==> config.mk <==
export PLATFORM = sky130hd
export DESIGN_NAME = pls_ctrl
export DESIGN_NICKNAME = d
export VERILOG_FILES = /design/src/rtl/pls_pkg.sv /design/src/rtl/pls_ctrl.sv
export SDC_FILE = /design/constraint.sdc
export NUM_CORES = 1
export LEC_CHECK = 0
export ABC_AREA = 1
export BUFFER_PORTS_ARGS = -buffer_cell sky130_fd_sc_hd__buf_2
export CORE_AREA = 2 2 39 41
export DETAILED_ROUTE_END_ITERATION = 16
export DIE_AREA = 0 0 41 43
export GPL_ROUTABILITY_DRIVEN = 0
export SKIP_LAST_GASP = 1
export SLEW_MARGIN = 30
export SYNTH_ARGS = -nofsm -noshare
export SYNTH_HDL_FRONTEND = slang
export SYNTH_SLANG_ARGS = --single-unit
==> constraint.sdc <==
create_clock -name clk -period 2.2 [get_ports clk]
set_clock_uncertainty 0.15 [all_clocks]
set_input_delay 0.22 -clock clk [delete_from_list [all_inputs] [get_ports clk]]
set_output_delay 0.22 -clock clk [all_outputs]
set_load 0.005 [all_outputs]
==> src/rtl/pls_pkg.sv <==
package pls_pkg;

	localparam int MAX_POINTS_DEF = 64;
	localparam int IDX_W = 6;
	localparam int COORD_W = 32;

	typedef struct packed {
		logic signed [COORD_W-1:0] px;
		logic signed [COORD_W-1:0] py;
		logic final_point;
	} pls_in_t;

	typedef struct packed {
		logic [IDX_W-1:0] point_index;
		logic signed [COORD_W-1:0] sorted_x;
		logic signed [COORD_W-1:0] sorted_y;
		logic run_end;
		logic dropped;
	} pls_out_t;

	typedef struct packed {
		logic [IDX_W-1:0] idx;
		logic signed [COORD_W-1:0] x;
		logic signed [COORD_W-1:0] y;
	} pls_entry_t;

	typedef enum logic [2:0] {
		S_LOAD,
		S_PASS,
		S_RUN,
		S_HEAD,
		S_MERGE,
		S_EMIT_RD,
		S_EMIT_LD
	} pls_state_t;

	typedef struct packed {
		logic load;
		logic sort_init;
		logic run_init;
		logic head;
		logic merge;
		logic emit_init;
		logic emit_rd;
		logic emit_ld;
	} pls_cmd_t;

	typedef struct packed {
		logic pass_done;
		logic run_last_elem;
		logic pass_last_run;
		logic out_busy;
		logic emit_last;
	} pls_stat_t;

endpackage

==> src/rtl/pls_ctrl.sv <==
module pls_ctrl (
	input logic clk,
	input logic arst_n,
	input logic in_valid,
	input logic in_final,
	input pls_pkg::pls_stat_t stat,
	output logic in_ready,
	output pls_pkg::pls_cmd_t cmd
);

	pls_pkg::pls_state_t state_q;
	pls_pkg::pls_state_t state_d;

	always_ff @(posedge clk or negedge arst_n) begin
		if (!arst_n) begin
			state_q <= pls_pkg::S_LOAD;
		end else begin
			state_q <= state_d;
		end
	end

	always_comb begin
		state_d = state_q;
		case (state_q)
			pls_pkg::S_LOAD: begin
				if (in_valid && in_final) begin
					state_d = pls_pkg::S_PASS;
				end
			end
			pls_pkg::S_PASS: begin
				state_d = stat.pass_done ? pls_pkg::S_EMIT_RD : pls_pkg::S_RUN;
			end
			pls_pkg::S_RUN: begin
				state_d = pls_pkg::S_HEAD;
			end
			pls_pkg::S_HEAD: begin
				state_d = pls_pkg::S_MERGE;
			end
			pls_pkg::S_MERGE: begin
				if (stat.run_last_elem) begin
					state_d = stat.pass_last_run ? pls_pkg::S_PASS : pls_pkg::S_RUN;
				end
			end
			pls_pkg::S_EMIT_RD: begin
				if (!stat.out_busy) begin
					state_d = pls_pkg::S_EMIT_LD;
				end
			end
			pls_pkg::S_EMIT_LD: begin
				state_d = stat.emit_last ? pls_pkg::S_LOAD : pls_pkg::S_EMIT_RD;
			end
			default: begin
				state_d = pls_pkg::S_LOAD;
			end
		endcase
	end

	always_comb begin
		in_ready = 1'b0;
		cmd = '0;
		case (state_q)
			pls_pkg::S_LOAD: begin
				in_ready = 1'b1;
				cmd.load = in_valid;
				cmd.sort_init = in_valid && in_final;
			end
			pls_pkg::S_PASS: begin
				cmd.emit_init = stat.pass_done;
			end
			pls_pkg::S_RUN: begin
				cmd.run_init = 1'b1;
			end
			pls_pkg::S_HEAD: begin
				cmd.head = 1'b1;
			end
			pls_pkg::S_MERGE: begin
				cmd.merge = 1'b1;
			end
			pls_pkg::S_EMIT_RD: begin
				cmd.emit_rd = !stat.out_busy;
			end
			pls_pkg::S_EMIT_LD: begin
				cmd.emit_ld = 1'b1;
			end
			default: begin
				cmd = '0;
			end
		endcase
	end

endmodule

### After elaboration in Yosys (flattened, before gate mapping)

Cells that the tools add are included.

| storage, ports and cells | value |
|---|---|
| flip-flop bits (word level) | 3 |
| input bits | 9 |

| cells by class | value |
|---|---|
| equal/unequal tests | 9 |
| mux-type cells | 15 |
| reduce and logical (&&, ||, !) cells | 4 |

Operators by type and width:

| kind | number |
|---|---|
| 3-bit case mux with 7 select lines | 1 |
| 3-bit two-way mux | 5 |
| 3-bit equality test, second input constant | 3 |
| 1-bit two-way mux | 7 |
| 3-bit by 2-bit equality test with 1-bit output, second input constant | 2 |
| 2-bit != test, second input constant | 3 |
| 2-bit two-way mux | 2 |
| 3-bit by 1-bit equality test with 1-bit output, second input constant | 1 |
| 3-bit zero test | 1 |
| 3-bit AND reduction | 1 |
| 1-bit logical AND | 1 |
| 1-bit zero test | 1 |

### Depth between registers and ports, before layout

Gate-level depths: netlist (run 1).

| logic depth | value |
|---|---|
| depth in word-level cells | 3 |
| depth in mapped cells | 8 |
| mapped depth without buffers | 7 |

### Least setup slack after synthesis (run 1)

No wires, ideal clock.

| path | value |
|---|---|
| kind | register -> output |
| from | reg state_q[2] |
| to | out cmd[6] (netlist bit) |
| arrival time | 0.825 ns |
| data required time | 1.830 ns |
| setup slack | 1.005 ns |
| stages on the path, launching flop included | 5 |
| buffers on the path | 1 |
| path through | dfrtp_1 -> buf_6 -> nor2_2 -> nand2_1 -> nor2_1 |

RTL lines:

| what | line | RTL |
|---|---|---|
| start, declared | pls_ctrl.sv:11 | `pls_pkg::pls_state_t state_q;` |
| start signal, assigned | pls_ctrl.sv:16 | `state_q <= pls_pkg::S_LOAD;` |
| start signal, assigned | pls_ctrl.sv:18 | `state_q <= state_d;` |
| end, declared | pls_ctrl.sv:8 | `output pls_pkg::pls_cmd_t cmd` |

==> flow_summary.yaml, run 1 <==
outcome:
  status: "completed"
critical_path:
  startpoint: "state_q[2]"
  r2r_start: "state_q[2]"
  worstSetupPathType: "reg -> out"
  critPathArrivalTime_ns: 1.23
  start_kind: "flip-flop"
  crit_fanout: 9
  r2r_cells: 6
  cp-end-kind: "output pin"
  cp-endpoint: "cmd[6]"
  crit_required_ns: 1.83
  r2r_slack_ns: 0.90
  regToRegEndpoint: "state_q[2]"
synthesis:
  synth_top_area_share_pct: 25.1
  mappedNetlistArea_um2: 299
  synth_seq_cells: 3
  synth.distinct_cells: 12
  synthCells: 53
  synth_warnings: 0
  syn_avg_cell_area_um2: 5.64
  synth_nets: 62
  synth_seq_area_share_pct: 25.1
  yosysTopAreaCell: "dfrtp_1"
  ys_top_cells_by_area: "dfrtp_1, nand2_1, nor2_1"
sta:
  tightest_slew_ns: 0.306
  setup_ws_ns: 0.599
  tns_ns: 0
  final-hold-violation-count: 0
  period_minus_slack_ns: 1.60
  fmax_mhz: 625
  setup_violations: 0
  slew_violations: 0
  slew_headroom_pct: 79.6
  rsz0062_at_grt: "no"
  fin_crit_sh_pct: 72.8
layout:
  largest_register: "state_q"
  final_area_um2: 429
  layout-drive-gt1-share_pct: 35.1
  multi_input_area_um2: 171
  nNetsFinal: 84
  mostFrequentLayoutCell: "buf_2"
  final-seq-area_um2: 75.1
  diodes: 0
  largest_reg_flops: 3
  syn_to_final_growth_pct: 43.5
  final_cell_mix: "buf_2, nand2_1, nor2_1, inv_1"
  fillers: 164
  reg_top3: "state_q (3)"
global_routing:
  overflow: 0
  grt_pass1_wl_um: 1260
  grt_max_degree: 10
  antenna_found_initial: 0
  gr-usage-all-layers_pct: 10.9
  grt_pass1_vias: 327
floorplan:
  fp.dieH_um: 43
  die_area_um2: 1760
  fp.coreArea_um2: 1380
  rows: 14
  num_io_pins: 18
  start_util_pct: 21.6
  die_w_um: 41
place:
  post_dp_cell_area_um2: 393
  pre_cts_ws_ns: 0.846
  port_buffers: 17
  dpl.hpwl_um: 657
route:
  via_per_inst: 4.22
  first_pass_iters: 3
  drt-initial-drc-count: 3
  drc: 0
  highest_layer: "met3"
  drt-met1-wl_um: 365
  postRouteAntennaNets: 0
  wire_per_inst_um: 9.01
  met2WireLength_um: 392
  met3_length_um: 53
  vias: 380
  wl_um: 811
pwr:
  p_per_area_nw_per_um2: 1170
  total_power_uw: 500
  leakage_uw: 0.000281
  ir_drop_v: 0.000352
clock_tree:
  clk_path_buf_depth: 2
  numCtsBuffers: 3
  clockRootBuffer: "clkbuf_4"
  cts-resized-gates: 0
  htreeDepth: 1
  clk_latency_ns: 0.23
  cts.sinks: 3
  path_clk_slew_ns: 0.03
  cts_tree: "built"
worst_hold_path:
  hold_path.class: "in -> async"
run:
  max_cap_violations: 0
## per-layer routing
layer	track usage, %	up-vias
met5	0	-
met4	8.00	0
met3	3.14	0
met2	15.0	13
met1	13.7	159
li1	-	208
## worst max-delay path, cell delays in order, from the launching register on
cell and delay (ns):
dfrtp_1 0.47, nor2_2 0.21, nand2_1 0.11, nor2_1 0.09, buf_2 0.11
## Yosys cell counts
| cell | instances |
|---|---|
| nand3_2 | 1 |
| nand2_1 | 14 |
| nor2_1 | 11 |
| inv_2 | 3 |
| nand3_1 | 4 |
| buf_6 | 1 |
| inv_1 | 8 |
| nand4_1 | 4 |
| o21ai_0 | 1 |
| nor3_1 | 1 |
| dfrtp_1 | 3 |
| nor2_2 | 2 |
## cell type report
cell class | instances | area share (%)
clock buffer | 4 | 6.12
inverter | 11 | 9.62
timing repair buffer | 18 | 22.2
multi-input combinational | 38 | 39.9
tap | 16 | 4.66
sequential | 3 | 17.5
## per-stage QoR
| step | hold slack [ns] | cells | util (%) |
|---|---|---|---|
| finish | 0.172 | 90 | 31.0 |
| global route | 0.178 | 90 | 31.0 |
| CTS | 0.159 | 90 | 31.0 |
| detailed placement | -0.134 | 85 | 28.4 |
| global placement | -0.134 | 85 | 28.4 |
| floorplan | -0.226 | 53 | - |
## power by group
part           internal, uW  total, uW  switching (uW)
logic                   110        281             171
clock network          67.8       93.6            25.8
registers              79.4        126            46.1
total                   258        500             243
## kinds of logic after synthesis
group | count (synthesis) | synth area share [%]
simple gates | 37 | 55.6
buf+inv | 12 | 17.6
flops | 3 | 25.1
compound gates | 1 | 1.67
## worst min path at each step
stage	start	to	slack, ns	cells past startpoint
floorplan	arst_n	state_q[0]	-0.23	0
global placement	arst_n	state_q[1]	-0.13	1
detailed placement	arst_n	state_q[1]	-0.13	1
CTS	arst_n	state_q[0]	0.16	2
global route	arst_n	state_q[2]	0.18	2
finish	arst_n	state_q[0]	0.17	2
## timing repair
action	CTS	global route
hold buffers	1	0
buffers inserted	0	0
endpoints found under the hold margin	3	0
Power figures use the tool's default switching activity.
==> run 2, diff against run 1 <==
- ABC_AREA: 1 -> 0
- clock period: 2.2 -> 1.56 ns (I/O delays scaled with it)
==> flow_summary.yaml, run 2 <==
outcome:
  status: "completed"
sta:
  rsz0062_at_grt: "yes"
  slew_headroom_pct: 84.7
  fin_crit_sh_pct: 95.2
  setup_violations: 0
  final-hold-violation-count: 0
  holdWs_ns: 0.0499
  slew_violations: 0
  tightest_slew_ns: 0.227
  setup_ws_ns: 0.0745
  period_minus_slack_ns: 1.49
  fmax_mhz: 673
synthesis:
  synth_compound_area_share_pct: 24.5
  yosysTopAreaCell: "dfrtp_1"
  synth_nets: 46
  mappedNetlistArea_um2: 297
  synth_xor_area_share_pct: 0
  synth.distinct_cells: 21
  yosys.area_share.simple_pct: 36.3
  synth_edf_count: 0
  synth_warnings: 0
  synthCells: 37
  ys_async_sr_fraction_pct: 100
  synth_top_family_by_area: "simple AND/OR/NAND/NOR gates"
  synth.area.mux_share_pct: 3.38
  synth_top_area_share_pct: 25.3
  synth_seq_area_share_pct: 25.3
  syn_avg_cell_area_um2: 8.01
  ys_top_cells_by_area: "dfrtp_1, nor3b_1, nand2b_1"
  synth_seq_cells: 3
  synth_flop_cell: "dfrtp_1"
  synth-adder-area-share_pct: 0
critical_path:
  cp_top_family: "flip-flops"
  cp-end-kind: "output pin"
  crit_fanout: 11
  critPathArrivalTime_ns: 1.18
  startpoint: "state_q[0]"
  critPathBufInv: 2
  worstSetupPathType: "reg -> out"
  start_kind: "flip-flop"
  cp_cell_sequence: "buf_4 -> nor3b_1 -> buf_2"
  cp_slowest_stage_delay_ns: 0.48
  crit_path_top_delay_cell: "dfrtp_2"
  r2r_slack_ns: 0.12
  crit_required_ns: 1.25
  r2r_start: "state_q[1]"
clock_tree:
  clockRootBuffer: "clkbuf_4"
  clk_latency_ns: 0.23
  htreeDepth: 1
  cts.sinks: 3
  cts_tree: "built"
  numCtsBuffers: 3
  path_clk_slew_ns: 0.03
  clk_path_buf_depth: 2
pwr:
  p_per_area_nw_per_um2: 1740
  ir_drop_v: 0.000839
  leakage_uw: 0.000262
global_routing:
  antenna_found_initial: 0
  gr-usage-all-layers_pct: 10.8
  grt_pass1_wl_um: 1240
  grt_pass1_vias: 288
  overflow: 0
  grt_max_degree: 15
place:
  port_buffers: 17
  pre_cts_ws_ns: 0.153
  dpl.hpwl_um: 578
layout:
  reg_top3: "state_q (3)"
  largest_register: "state_q"
  largest_reg_flops: 3
  nNetsFinal: 75
  syn_to_final_growth_pct: 67.5
  final_cell_mix: "buf_2, buf_4"
  diodes: 0
  layout-drive-gt1-share_pct: 53.8
  utilization_pct: 35.9
  mostFrequentLayoutCell: "buf_2"
route:
  first_pass_iters: 4
  postRouteAntennaNets: 0
  wl_um: 843
  wire_per_inst_um: 10.4
  via_per_inst: 4.41
  drt-initial-drc-count: 25
  vias: 357
  drc: 0
worst_hold_path:
  hold_path.class: "in -> reg"
  min_from: "stat[1]"
floorplan:
  fp.coreArea_um2: 1380
  num_io_pins: 18
  start_util_pct: 21.4
  die_area_um2: 1760
  die_w_um: 41
  rows: 14
  fp.dieH_um: 43
run:
  max_cap_violations: 0
[run 2: cell count changes in the layout (fill, tap and decap cells not counted), sizes merged, moves of 3 or more]
cell | before | now
a21oi | 0 | 3
buf | 17 | 24
inv | 11 | 2
nand2 | 14 | 3
nand2b | 0 | 3
nand3 | 5 | 0
nand4 | 4 | 0
nor2 | 13 | 2
nor3b | 0 | 4
[run 2: where the power goes]
part / leakage, uW / total, uW / switching (uW) / internal, uW
sequential: 0.0000335 / 226 / 103 / 123
clock: 0.0000150 / 135 / 39.4 / 95.8
combinational: 0.000213 / 504 / 211 / 292
total: 0.000262 / 865 / 354 / 511
[run 2: what timing repair did]
item,4_1_cts,5_1_grt
hold buffers,2,0
setup buffers,0,8
pin swaps,0,0
endpoints found under the setup margin,5,3
resized for setup,4,1
hold endpoints to repair,4,0
[run 2: path summary, 6_finish.rpt]
| kind | to | cells past startpoint |
|---|---|---|
| max reg2reg | state_q[0] | 5 |
| max in group asynchronous | state_q[0] | 2 |
| min reg2reg | state_q[0] | 2 |
| min in group asynchronous | state_q[2] | 2 |
| min | state_q[0] | 3 |
| max | cmd[0] | 3 |
[run 2: tightest hold or removal path: cells and delay by family]
kind	cells	cell delay (ns)
AOI/OAI and AO/OA	1	0.06
buffers and inverters	2	0.17
[run 2: layout make-up]
| cell class | count | area, um2 |
|---|---|---|
| fill | 146 | 887 |
| sequential | 3 | 78.8 |
| clock buffer | 4 | 26.3 |
| tap | 16 | 20.0 |
| inverter | 2 | 7.51 |
| multi-input combinational | 29 | 201 |
| timing repair buffer | 27 | 163 |
[run 2: per-stage QoR]
stage	total power, uW	setup TNS (ns)	area (um2)	std cells
floorplan	486	0	297	37
global placement	556	0	378	67
detailed placement	565	0	378	67
CTS	733	0	433	73
global route	945	-0.0128	497	81
finish	865	0	497	81
[run 2: cells by family after synthesis]
kind of cell / count (synthesis)
and+or+nand+nor: 18
AOI/OAI and AO/OA: 10
buffers and inverters: 5
DFF: 3
muxes: 1
[run 2: metal layers]
metal | vias up | part of all wire [%] | GRT usage (%)
li1 | 188 | - | -
met1 | 161 | 42 | 13.9
met2 | 8 | 53 | 14.4
met3 | 0 | 5.3 | 3.14
met4 | 0 | 0 | 8.00
met5 | - | 0 | 0
